==> config.mk <==
export PLATFORM = sky130hd
export DESIGN_NAME = lru_key_value_cache
export DESIGN_NICKNAME = d
export VERILOG_FILES = /design/src/rtl/lkvc_pkg.sv /design/src/rtl/lkvc_ram.sv /design/src/rtl/lru_key_value_cache.sv
export SDC_FILE = /design/constraint.sdc
export NUM_CORES = 1
export LEC_CHECK = 0
export BUFFER_PORTS_ARGS = -buffer_cell sky130_fd_sc_hd__buf_4
export CAP_MARGIN = 0
export CORE_ASPECT_RATIO = 1.5
export CORE_MARGIN = 5
export CORE_UTILIZATION = 40
export CTS_BUF_LIST = sky130_fd_sc_hd__clkbuf_4
export CTS_CLUSTER_SIZE = 40
export DETAILED_ROUTE_END_ITERATION = 8
export PLACE_DENSITY = 0.64
export SYNTH_ARGS = -nofsm -noshare
export SYNTH_HDL_FRONTEND = slang
export SYNTH_HIERARCHICAL = 1
export SYNTH_SLANG_ARGS = --single-unit
==> constraint.sdc <==
create_clock -name aclk -period 9.1 [get_ports aclk]
set_clock_uncertainty 0.05 [all_clocks]
set_input_delay 0 -clock aclk [delete_from_list [all_inputs] [get_ports aclk]]
set_output_delay 0 -clock aclk [all_outputs]
set_load 0.005 [all_outputs]
==> src/rtl/lkvc_pkg.sv <==
// shared constants and types for the lru key-value cache
package lkvc_pkg;

    // default geometry of the cache
    localparam int CAPACITY_DEF   = 16;
    localparam int KEY_BITS_DEF   = 32;
    localparam int VALUE_BITS_DEF = 32;

    // configuration port
    localparam int APB_ADDR_W = 3;
    localparam int APB_DATA_W = 32;
    localparam int CFG_W      = 5;
    localparam logic [CFG_W-1:0] CFG_RESET = 5'd16;

    // register index, taken from paddr[2]
    typedef enum logic [0:0] {
        REG_ENTRIES_IN_USE = 1'b0
    } reg_idx_t;

    // request kinds carried on s_tuser
    typedef enum logic [0:0] {
        OP_GET = 1'b0,
        OP_SET = 1'b1
    } op_t;

endpackage

==> src/rtl/lkvc_ram.sv <==
// generic simple dual-port ram with registered read
module lkvc_ram #(
    parameter int WIDTH = 8,
    parameter int DEPTH = 16
) (
    input  logic                     aclk,
    input  logic                     wr_en,
    input  logic [$clog2(DEPTH)-1:0] wr_addr,
    input  logic [WIDTH-1:0]         wr_data,
    input  logic                     rd_en,
    input  logic [$clog2(DEPTH)-1:0] rd_addr,
    output logic [WIDTH-1:0]         rd_data
);

    logic [WIDTH-1:0] mem [DEPTH];

    // write port and registered read port
    always_ff @(posedge aclk) begin
        if (wr_en) begin
            mem[wr_addr] <= wr_data;
        end
        if (rd_en) begin
            rd_data <= mem[rd_addr];
        end
    end

endmodule

==> src/rtl/lru_key_value_cache.sv <==
// fully associative key-value cache with least-recently-used replacement
//
//  channel   | ports                         | beat contents
//  ----------+-------------------------------+----------------------------------------
//  request   | s_tvalid s_tready s_tdata/user| tuser: operation; tdata: key, value
//  result    | m_tvalid m_tready m_tdata/user| tuser: found; tdata: read_value
//  config    | psel penable pwrite paddr ... | entries_in_use at byte address 0
//
//  the single ram read port sweeps all entries to match the key and find the oldest and a
//  free slot, then sweeps again to read, re-age and write back every entry; a get miss
//  skips the second sweep. one request is in work at a time; s_tready is high only in idle.
//  a finished result waits in the output register and the next request is taken meanwhile;
//  that request stalls in its last cycle until the register is free.
//  reset is synchronous; valid bits and occupancy clear at once, no clearing pass.
module lru_key_value_cache
    import lkvc_pkg::*;
#(
    parameter int CAPACITY   = CAPACITY_DEF,
    parameter int KEY_BITS   = KEY_BITS_DEF,
    parameter int VALUE_BITS = VALUE_BITS_DEF
) (
    input  logic                                      aclk,
    input  logic                                      aresetn,
    // request channel
    input  logic                                      s_tvalid,
    output logic                                      s_tready,
    // lookup_key, store_value, zero pad
    input  logic [((KEY_BITS+VALUE_BITS+7)/8)*8-1:0]  s_tdata,
    // operation
    input  logic                                      s_tuser,
    // result channel
    output logic                                      m_tvalid,
    input  logic                                      m_tready,
    // read_value, zero pad
    output logic [((VALUE_BITS+7)/8)*8-1:0]           m_tdata,
    // found
    output logic                                      m_tuser,
    // configuration port
    input  logic                                      psel,
    input  logic                                      penable,
    input  logic                                      pwrite,
    input  logic [APB_ADDR_W-1:0]                     paddr,
    input  logic [APB_DATA_W-1:0]                     pwdata,
    output logic [APB_DATA_W-1:0]                     prdata,
    output logic                                      pready
);

    localparam int IW     = $clog2(CAPACITY);
    localparam int CNT_W  = $clog2(CAPACITY + 1);
    localparam int CMP_W  = (CNT_W > CFG_W) ? CNT_W : CFG_W;
    localparam int WORD_W = KEY_BITS + VALUE_BITS + IW;
    localparam int M_DATA_W = ((VALUE_BITS + 7) / 8) * 8;
    localparam logic [IW-1:0] LAST_IDX = IW'(CAPACITY - 1);

    typedef enum logic [4:0] {
        ST_IDLE   = 5'b00001,
        ST_SCAN   = 5'b00010,
        ST_DECIDE = 5'b00100,
        ST_UPDATE = 5'b01000,
        ST_DONE   = 5'b10000
    } state_t;

    // control registers
    state_t                state_reg, state_next;
    logic [CAPACITY-1:0]   valid_reg, valid_next;
    logic [CNT_W-1:0]      occ_reg, occ_next;
    logic [CFG_W-1:0]      cfg_reg, cfg_next;
    logic [CNT_W-1:0]      rd_cnt_reg, rd_cnt_next;
    logic                  rd_pend_reg, rd_pend_next;
    logic                  hit_found_reg, hit_found_next;
    logic                  old_found_reg, old_found_next;
    logic                  free_found_reg, free_found_next;
    logic                  out_valid_reg, out_valid_next;

    // payload registers
    logic [IW-1:0]         rd_idx_reg, rd_idx_next;
    logic                  req_set_reg, req_set_next;
    logic [KEY_BITS-1:0]   req_key_reg, req_key_next;
    logic [VALUE_BITS-1:0] req_val_reg, req_val_next;
    logic [IW-1:0]         hit_idx_reg, hit_idx_next;
    logic [IW-1:0]         hit_age_reg, hit_age_next;
    logic [VALUE_BITS-1:0] hit_val_reg, hit_val_next;
    logic [IW-1:0]         old_idx_reg, old_idx_next;
    logic [IW-1:0]         old_age_reg, old_age_next;
    logic [IW-1:0]         free_idx_reg, free_idx_next;
    logic [IW-1:0]         tgt_idx_reg, tgt_idx_next;
    logic [VALUE_BITS-1:0] tgt_val_reg, tgt_val_next;
    logic [IW-1:0]         thresh_reg, thresh_next;
    logic                  inc_all_reg, inc_all_next;
    logic                  out_found_reg, out_found_next;
    logic [VALUE_BITS-1:0] out_value_reg, out_value_next;

    // ram interface
    logic                  rd_en;
    logic [WORD_W-1:0]     rd_data;
    logic                  wr_en;
    logic [WORD_W-1:0]     wr_data;
    logic [KEY_BITS-1:0]   ent_key;
    logic [VALUE_BITS-1:0] ent_val;
    logic [IW-1:0]         ent_age;
    logic                  ent_valid;

    // limit and decision
    logic [CMP_W-1:0]      limit_eff;
    logic                  at_limit;
    logic                  evict;
    logic [IW-1:0]         slot;
    logic                  cfg_wr;

    // entry store: {age, value, key}
    lkvc_ram #(
        .WIDTH (WORD_W),
        .DEPTH (CAPACITY)
    ) u_ram (
        .aclk    (aclk),
        .wr_en   (wr_en),
        .wr_addr (rd_idx_reg),
        .wr_data (wr_data),
        .rd_en   (rd_en),
        .rd_addr (rd_cnt_reg[IW-1:0]),
        .rd_data (rd_data)
    );

    assign ent_key   = rd_data[KEY_BITS-1:0];
    assign ent_val   = rd_data[KEY_BITS+VALUE_BITS-1:KEY_BITS];
    assign ent_age   = rd_data[WORD_W-1:KEY_BITS+VALUE_BITS];
    assign ent_valid = valid_reg[rd_idx_reg];

    // sweep reads in both passes
    assign rd_en = ((state_reg == ST_SCAN) || (state_reg == ST_UPDATE))
                   && (rd_cnt_reg < CNT_W'(CAPACITY));

    // write-back in the update pass
    assign wr_en = (state_reg == ST_UPDATE) && rd_pend_reg;
    always_comb begin
        if (rd_idx_reg == tgt_idx_reg) begin
            wr_data = {IW'(0), tgt_val_reg, req_key_reg};
        end else if (ent_valid && (inc_all_reg || (ent_age < thresh_reg))) begin
            wr_data = {ent_age + IW'(1), ent_val, ent_key};
        end else begin
            wr_data = rd_data;
        end
    end

    // effective limit: zero acts as one, above capacity acts as capacity
    assign limit_eff = (cfg_reg == '0) ? CMP_W'(1) : CMP_W'(cfg_reg);
    assign at_limit  = (CMP_W'(occ_reg) >= limit_eff) || (occ_reg >= CNT_W'(CAPACITY));
    assign evict     = req_set_reg && !hit_found_reg && at_limit && old_found_reg;
    always_comb begin
        if (evict && !(free_found_reg && (free_idx_reg < old_idx_reg))) begin
            slot = old_idx_reg;
        end else begin
            slot = free_idx_reg;
        end
    end

    // configuration port
    assign pready = 1'b1;
    assign cfg_wr = psel && penable && pwrite && pready
                    && (reg_idx_t'(paddr[2]) == REG_ENTRIES_IN_USE);
    assign cfg_next = cfg_wr ? pwdata[CFG_W-1:0] : cfg_reg;
    always_comb begin
        if (reg_idx_t'(paddr[2]) == REG_ENTRIES_IN_USE) begin
            prdata = APB_DATA_W'(cfg_reg);
        end else begin
            prdata = '0;
        end
    end

    // handshake outputs
    assign s_tready = (state_reg == ST_IDLE);
    assign m_tvalid = out_valid_reg;
    assign m_tuser  = out_found_reg;
    assign m_tdata  = M_DATA_W'(out_value_reg);

    // sequencer
    always_comb begin
        state_next      = state_reg;
        valid_next      = valid_reg;
        occ_next        = occ_reg;
        rd_cnt_next     = rd_en ? rd_cnt_reg + CNT_W'(1) : rd_cnt_reg;
        rd_pend_next    = rd_en;
        rd_idx_next     = rd_cnt_reg[IW-1:0];
        hit_found_next  = hit_found_reg;
        old_found_next  = old_found_reg;
        free_found_next = free_found_reg;
        out_valid_next  = m_tready ? 1'b0 : out_valid_reg;
        req_set_next    = req_set_reg;
        req_key_next    = req_key_reg;
        req_val_next    = req_val_reg;
        hit_idx_next    = hit_idx_reg;
        hit_age_next    = hit_age_reg;
        hit_val_next    = hit_val_reg;
        old_idx_next    = old_idx_reg;
        old_age_next    = old_age_reg;
        free_idx_next   = free_idx_reg;
        tgt_idx_next    = tgt_idx_reg;
        tgt_val_next    = tgt_val_reg;
        thresh_next     = thresh_reg;
        inc_all_next    = inc_all_reg;
        out_found_next  = out_found_reg;
        out_value_next  = out_value_reg;

        case (state_reg)
            ST_IDLE: begin
                if (s_tvalid) begin
                    req_set_next    = (op_t'(s_tuser) == OP_SET);
                    req_key_next    = s_tdata[KEY_BITS-1:0];
                    req_val_next    = s_tdata[KEY_BITS+VALUE_BITS-1:KEY_BITS];
                    rd_cnt_next     = '0;
                    hit_found_next  = 1'b0;
                    old_found_next  = 1'b0;
                    free_found_next = 1'b0;
                    state_next      = ST_SCAN;
                end
            end
            ST_SCAN: begin
                if (rd_pend_reg) begin
                    // first matching key
                    if (ent_valid && (ent_key == req_key_reg) && !hit_found_reg) begin
                        hit_found_next = 1'b1;
                        hit_idx_next   = rd_idx_reg;
                        hit_age_next   = ent_age;
                        hit_val_next   = ent_val;
                    end
                    // oldest valid entry
                    if (ent_valid && (!old_found_reg || (ent_age > old_age_reg))) begin
                        old_found_next = 1'b1;
                        old_idx_next   = rd_idx_reg;
                        old_age_next   = ent_age;
                    end
                    // first free slot
                    if (!ent_valid && !free_found_reg) begin
                        free_found_next = 1'b1;
                        free_idx_next   = rd_idx_reg;
                    end
                    if (rd_idx_reg == LAST_IDX) begin
                        state_next = ST_DECIDE;
                    end
                end
            end
            ST_DECIDE: begin
                rd_cnt_next = '0;
                if (hit_found_reg) begin
                    // refresh the hit entry
                    tgt_idx_next = hit_idx_reg;
                    tgt_val_next = req_set_reg ? req_val_reg : hit_val_reg;
                    thresh_next  = hit_age_reg;
                    inc_all_next = 1'b0;
                    state_next   = ST_UPDATE;
                end else if (req_set_reg) begin
                    // insert, evicting the oldest when at the limit
                    if (evict) begin
                        valid_next[old_idx_reg] = 1'b0;
                    end else begin
                        occ_next = occ_reg + CNT_W'(1);
                    end
                    valid_next[slot] = 1'b1;
                    tgt_idx_next     = slot;
                    tgt_val_next     = req_val_reg;
                    inc_all_next     = 1'b1;
                    state_next       = ST_UPDATE;
                end else begin
                    state_next = ST_DONE;
                end
            end
            ST_UPDATE: begin
                if (rd_pend_reg && (rd_idx_reg == LAST_IDX)) begin
                    state_next = ST_DONE;
                end
            end
            ST_DONE: begin
                if (!out_valid_reg || m_tready) begin
                    out_valid_next = 1'b1;
                    out_found_next = hit_found_reg;
                    out_value_next = (hit_found_reg && !req_set_reg) ? hit_val_reg : '0;
                    state_next     = ST_IDLE;
                end
            end
            default: begin
                state_next = ST_IDLE;
            end
        endcase
    end

    // control state
    always_ff @(posedge aclk) begin
        if (!aresetn) begin
            state_reg      <= ST_IDLE;
            valid_reg      <= '0;
            occ_reg        <= '0;
            cfg_reg        <= CFG_RESET;
            rd_cnt_reg     <= '0;
            rd_pend_reg    <= 1'b0;
            hit_found_reg  <= 1'b0;
            old_found_reg  <= 1'b0;
            free_found_reg <= 1'b0;
            out_valid_reg  <= 1'b0;
        end else begin
            state_reg      <= state_next;
            valid_reg      <= valid_next;
            occ_reg        <= occ_next;
            cfg_reg        <= cfg_next;
            rd_cnt_reg     <= rd_cnt_next;
            rd_pend_reg    <= rd_pend_next;
            hit_found_reg  <= hit_found_next;
            old_found_reg  <= old_found_next;
            free_found_reg <= free_found_next;
            out_valid_reg  <= out_valid_next;
        end
    end

    // payload
    always_ff @(posedge aclk) begin
        rd_idx_reg    <= rd_idx_next;
        req_set_reg   <= req_set_next;
        req_key_reg   <= req_key_next;
        req_val_reg   <= req_val_next;
        hit_idx_reg   <= hit_idx_next;
        hit_age_reg   <= hit_age_next;
        hit_val_reg   <= hit_val_next;
        old_idx_reg   <= old_idx_next;
        old_age_reg   <= old_age_next;
        free_idx_reg  <= free_idx_next;
        tgt_idx_reg   <= tgt_idx_next;
        tgt_val_reg   <= tgt_val_next;
        thresh_reg    <= thresh_next;
        inc_all_reg   <= inc_all_next;
        out_found_reg <= out_found_next;
        out_value_reg <= out_value_next;
    end

endmodule

==> flow_metrics.tcl, run 1 <==
set metrics [dict create \
    status "complete, no violations" \
    clockRootBuffer "clkbuf_4" \
    rr_startpoint "state_reg[1]" \
    fin_crit_sh 0.467 \
    multi_input_area_mm2 0.0113 \
    syn_avg_cell_area_um2 21.3 \
    rsz0062_at_grt "false" \
    synth.distinct_cells 61 \
    ir_drop_v 0.000149 \
    layout.area.seq_mm2 0.0414 \
    n_fill_cell 10886 \
    layout_commonest_cell "edfxtp_1" \
    cp.arrival_ns 5.03 \
    die_h_um 457 \
    clk_latency_ns 1.26 \
    core_mm2 0.133 \
    clock_path_buffers 4 \
    drc 0 \
    syn_inst 2502 \
    finalHoldViolations 0 \
    place_hpwl_um 60800 \
    dp_cells 4298 \
    overflow 0 \
    via_per_inst 5.36 \
    p_leak_nw 19.8 \
    whs_path_depth 3 \
    reg2reg_setup_slack_ns 4.85 \
    r2r_cells 6 \
    tightest_slew_ns 1.20 \
    h-tree-depth 5 \
    cts_tree "yes" \
    grt_pass1_vias 29175 \
    drtPass1Iterations 5 \
    dieArea_mm2 0.141 \
    final_nets 3218 \
    startpoint_type "register" \
    fin_crit_ns 4.25 \
    fmax_ghz 0.235 \
    place.gp.congestion 0.800 \
    worstSetupEndpointType "register" \
    grtUsageTotal 0.173 \
    antenna_found_initial 4 \
    final_cell_mix "edfxtp_1 (1,347), clkbuf_4 (451), mux4_2 (272), dlygate4sd3_1 (214), buf_4 (173)" \
    slew_headroom 0.195 \
    dieWidth_um 308 \
    synthesis.area_mm2 0.0532 \
    fin_setup_tns_ns 0 \
    vias 27125 \
    io_buffers 117 \
    numCtsBuffers 322 \
    ys_warn_count 6 \
    hp-class "in -> reg" \
    slew_viol_final 0 \
    reg2reg_to "u_ram/mem[1][41]" \
    syn_to_final_growth_pct 17.0 \
    min_to "req_key_reg[18]" \
    path_class "reg -> reg" \
    largest_register_ff_count 1088 \
    path_clk_slew_ns 0.07 \
    wl_um 122000 \
    top_regs "u_ram/mem x1088, u_ram/rd_data x68" \
    finalNonFillerCells 5064 \
    worstPathMaxFanout 48 \
    rows 164 \
    seq_area_frac_synth 0.777 \
    drt_iter0_markers 2336 \
    drv_cap 0 \
    min_from "s_tdata[18]" \
    cts_num_sinks 1392 \
    start_util 0.401 \
    worst_ep_required_time_ns 9.87 \
    ys_ff_latch 1392 \
    post_drt_wl_per_cell_um 24.2 \
    p_per_area_mw_per_mm2 194 \
    drive_gt1_frac 0.315 \
    largest_register "u_ram/mem" \
    grt_pass1_wl_um 182000 \
    detail-route-antenna-nets 0 \
    synth_enable_flop_cells 1347 \
    setup_viol 0 \
    ios 175 \
    synthFlopType "edfxtp_1" \
    async_reset_ff_frac 0 \
    grt_max_degree 93 \
]
[layout make-up]
class | instances | area share
diodes | 9 | 0.000362
clock buffers | 451 | 0.0544
clock inverters | 92 | 0.00709
inverters | 25 | 0.00155
multi-input cells | 964 | 0.182
flip-flops and latches | 1392 | 0.664
well taps | 1743 | 0.0350
repair buffers | 388 | 0.0556
[Yosys cell counts, types with 17 or more instances]
library cell | number | area (um2)
o311ai_1 | 18 | 158
nand2_1 | 96 | 360
ha_1 | 18 | 225
nor2_1 | 56 | 210
xor2_1 | 37 | 324
nand3_1 | 23 | 115
and2_1 | 35 | 219
clkbuf_1 | 70 | 263
a22oi_1 | 136 | 1020
mux4_2 | 272 | 6130
edfxtp_1 | 1347 | 40400
inv_1 | 25 | 93.8
o211ai_1 | 17 | 128
dfxtp_1 | 45 | 901
mux2_2 | 90 | 1010
buf_4 | 36 | 270
buf_2 | 33 | 165
[metal layers]
layer | vias to the layer above | global-route usage | wire length (um)
met3 | 208 | 0.0380 | 8600
met1 | 14079 | 0.215 | 46700
met4 | 0 | 0.0543 | 2810
met5 | - | 0 | 0
met2 | 1140 | 0.303 | 64300
li1 | 11698 | - | -
[how the worst max path moves through the flow]
| stage | start | to | slack, ns | cells after the start |
|---|---|---|---|---|
| detailed placement | state_reg[1] | u_ram/mem[1][41] | 4.93 | 6 |
| finish | state_reg[1] | u_ram/mem[1][41] | 4.85 | 6 |
| CTS | state_reg[1] | u_ram/mem[1][32] | 4.88 | 6 |
| global route | state_reg[1] | u_ram/mem[1][41] | 4.73 | 6 |
| floorplan | state_reg[1] | u_ram/mem[0][0] | 2.18 | 6 |
| global placement | state_reg[1] | u_ram/mem[1][40] | 5.00 | 6 |
[worst max-delay path: stages (launching register included)]
cell	delay, ns
dfxtp_1	0.39
nor2_1	0.21
nand2_1	0.09
nor4b_1	0.75
or3b_2	0.63
nor2_4	0.73
buf_4	0.90
[power by group]
group	switching [W]	internal, W	leakage [nW]
combinational	0.000175	0.000174	5.04
sequential	0.0000315	0.00703	12.5
clock	0.00232	0.00237	2.29
[cell families after synthesis]
group,after synthesis,share of synthesized area
buffers and inverters,172,0.0157
AND/OR/NAND/NOR,279,0.0256
AO/OA/AOI/OAI,211,0.0303
flip-flops,1392,0.777
other,2,0.000141
XOR/XNOR,46,0.00757
multiplexers,382,0.139
adder cells (fa/ha/maj),18,0.00423
[per-stage QoR]
step	area [um2]	total power [W]	utilization	hold slack (ns)	setup slack, ns
after floorplan	53300	0.00738	-	-0.0231	2.18
after global placement	56300	0.00747	0.424	0.128	5.00
after detailed placement	56300	0.00749	0.424	0.129	4.93
after CTS	62200	0.0123	0.469	0.0128	4.88
after global routing	62200	0.0126	0.469	-0.00593	4.73
final	62300	0.0121	0.469	0.0716	4.85
[timing repair]
action	CTS	global route
resized for setup	0	0
hold buffers	214	0
endpoints found under the hold margin	204	0
buffers inserted	0	0
No activity file was read; power rests on OpenSTA's default activity.
==> run 2, diff against run 1 <==
--- a/config.mk
+++ b/config.mk
@@ -5,6 +5,7 @@
 export SDC_FILE = /design/constraint.sdc
 export NUM_CORES = 1
 export LEC_CHECK = 0
+export ABC_AREA = 1
 export BUFFER_PORTS_ARGS = -buffer_cell sky130_fd_sc_hd__buf_4
 export CAP_MARGIN = 0
 export CORE_ASPECT_RATIO = 1.5
@@ -13,7 +14,7 @@
 export CTS_BUF_LIST = sky130_fd_sc_hd__clkbuf_4
 export CTS_CLUSTER_SIZE = 40
 export DETAILED_ROUTE_END_ITERATION = 8
-export PLACE_DENSITY = 0.64
+export PLACE_DENSITY = 0.66
 export SYNTH_ARGS = -nofsm -noshare
 export SYNTH_HDL_FRONTEND = slang
 export SYNTH_HIERARCHICAL = 1
==> constraint.sdc (replaced) <==
create_clock -name aclk -period 3.9 [get_ports aclk]
set_clock_uncertainty 0.05 [all_clocks]
set_input_delay 0 -clock aclk [delete_from_list [all_inputs] [get_ports aclk]]
set_output_delay 0 -clock aclk [all_outputs]
set_load 0.005 [all_outputs]
==> run 2 against run 1 <==
Cell count up 64%. Combinational power rose to 16 times the previous value. Via count up 51%. Maximum frequency rose by 35%. Cell area up 11%. Sequential power grew to 2.6 times the previous value. Hold slack better by 0.11 ns. Die area up 11%. Setup slack got worse by 4.1 ns. Clock power increased by 150%. Global-route usage rose by 1.6 points.
==> flow_metrics.tcl, run 2 <==
set metrics [dict create \
    post_drt_wl_per_cell_um 18.2 \
    synthAdderAreaFrac 0.00380 \
    cp.arrival_ns 4.02 \
    grtUsageTotal 0.189 \
    drc 0 \
    h-tree-depth 5 \
    slew_headroom 0.312 \
    fmax_ghz 0.318 \
    clock_path_buffers 4 \
    io_buffers 117 \
    ios 175 \
    slew_viol_final 0 \
    detail-route-antenna-nets 0 \
    wl_um 151000 \
    drive_gt1_frac 0.122 \
    synthesis.area_mm2 0.0593 \
    synthTopCellsByCount "nand2_1 (1,758), edfxtp_1 (1,347), inv_1 (951)" \
    path_class "reg -> reg" \
    syn_to_final_growth_pct 16.1 \
    ys_ff_latch 1392 \
    wl_met3_um 12000 \
    muxShareOfSynthArea 0 \
    yosys.area.top_type "edfxtp_1" \
    path_clk_slew_ns 0.06 \
    async_reset_ff_frac 0 \
    syn_avg_cell_area_um2 10.6 \
    worstSetupEndpointType "register" \
    worst_ep_required_time_ns 4.78 \
    final_cell_mix "nand2_1 (1,756), edfxtp_1 (1,347), inv_1 (949), nand3_1 (852), clkbuf_4 (453)" \
    grt_pass1_wl_um 229000 \
    ir_drop_v 0.000403 \
    fin_crit_ns 3.14 \
    dieArea_mm2 0.156 \
    antenna_found_initial 2 \
    p_per_area_mw_per_mm2 512 \
    drt_iter0_markers 3885 \
    rows 173 \
    top_regs "u_ram/mem x1088, u_ram/rd_data x68" \
    clockRootBuffer "clkbuf_4" \
    met2_wirelength_um 73700 \
    largest_register_ff_count 1088 \
    finalHoldViolations 0 \
    dp_cells 7490 \
    synthFlopType "edfxtp_1" \
    worstPathMaxFanout 39 \
    ys_warn_count 6 \
    finalNonFillerCells 8297 \
    yosysMostFrequentCell "nand2_1" \
    drtPass1Iterations 6 \
    fin_crit_sh 0.805 \
    tightest_slew_ns 1.03 \
    synth.distinct_cells 41 \
    dieWidth_um 324 \
    cts_tree "yes" \
    p_leak_nw 29.0 \
    start_util 0.401 \
    cts_num_sinks 1392 \
    cts_resized 0 \
    top_layer "met4" \
    synth_enable_flop_cells 1347 \
    fin_setup_tns_ns 0 \
    clk_latency_ns 1.26 \
    core_mm2 0.148 \
    seq_area_frac_synth 0.697 \
    final_nets 6259 \
    place_hpwl_um 74300 \
    yosys.area_share.simple 0.198 \
    vias 41062 \
    numCtsBuffers 341 \
    synth_xor_xnor_area_share 0.00236 \
    die_h_um 482 \
    startpoint_type "register" \
    via_per_inst 4.95 \
    synth.area.top_cells "edfxtp_1 (68%), nand2_1 (11%), nand3_1 (7.2%), inv_1 (6.0%), dfxtp_1 (1.5%)" \
    rsz0062_at_grt "false" \
    largest_register "u_ram/mem" \
    setup_viol 0 \
    hp-class "in -> reg" \
    synth_top_family_by_area "simple AND/OR/NAND/NOR gates" \
    grt_max_degree 178 \
    wl_met1_um 60700 \
    status "complete, no violations" \
    yosysTopAreaCellShare 0.682 \
    n_fill_cell 13186 \
    layout_commonest_cell "nand2_1" \
    synth-compound-area-share 0.0120 \
    place.gp.congestion 0.821 \
    syn_inst 5610 \
    drv_cap 0 \
    grt_pass1_vias 40421 \
    finalPower_w 0.0353 \
    overflow 0 \
]
[run 2: cell types whose count changed in the layout (fill, tap and decap cells not counted), moves of 30 or more]
cell,previous run,this run
a22oi_1,136,0
and2_1,34,0
buf_12,1,32
inv_1,24,949
mux2_2,90,0
mux4_2,272,0
nand2_1,96,1756
nand3_1,23,852
nor2_1,41,129
o21ai_0,9,94
xor2_1,37,7
[run 2: critical path, cell delays in order (launching register included)]
cell and delay (ns):
dfxtp_1 0.61, xor2_1 0.13, nor2_1 0.19, nand2_4 0.30, inv_2 0.53, buf_4 0.44, nand2_1 0.09, nand2_1 0.39
[run 2: cell families after synthesis]
logic type,after synthesis
AO/OA/AOI/OAI,137
other,2
buffers and inverters,1244
XOR/XNOR,16
flip-flops,1392
adder cells (fa/ha/maj),18
AND/OR/NAND/NOR,2801
[run 2: timing repair]
action                                 CTS  global route
endpoints found under the hold margin  208             0
buffers inserted                         0             0
hold buffers                           226             0
[run 2: area by class of cell]
class                           count  area (um2)  area share
Antenna cell                        3        7.51    0.000109
Clock buffer                      453        3400      0.0494
Clock inverter                    125         687     0.00997
Inverter                          961        3630      0.0527
Multi-Input combinational cell   3000       13100       0.190
Sequential cell                  1392       41400       0.601
Tap cell                         1925        2410      0.0350
Timing Repair Buffer              438        4250      0.0618
[run 2: path summary, 6_finish.rpt]
check / from / end / slack (ns) / cells past startpoint
min: m_tready / m_tvalid / 0.18 / 6
min reg2reg: hit_age_reg[0] / thresh_reg[0] / 0.37 / 0
max reg2reg: rd_idx_reg[3] / u_ram/mem[2][40] / 0.76 / 7
max: rd_idx_reg[3] / u_ram/mem[2][40] / 0.76 / 7
[run 2: stage by stage]
stage / util / hold slack, ns / instance area [um2] / worst slack [ns]
floorplan: - / -0.0189 / 59400 / -0.462
global placement: 0.423 / 0.130 / 62500 / 0.980
detailed placement: 0.423 / 0.130 / 62500 / 0.885
CTS: 0.466 / 0.0375 / 68900 / 0.796
global route: 0.466 / 0.163 / 68900 / 0.533
finish: 0.466 / 0.184 / 68900 / 0.759
[run 2: layer usage]
| layer | vias up | track usage |
|---|---|---|
| li1 | 19404 | - |
| met1 | 19517 | 0.240 |
| met2 | 1832 | 0.323 |
| met3 | 309 | 0.0350 |
| met4 | 0 | 0.0776 |
| met5 | - | 0 |
[run 2: power breakdown]
group | switching (W) | internal [W]
Sequential | 0.000418 | 0.0178
Clock | 0.00565 | 0.00588
Combinational | 0.00389 | 0.00160
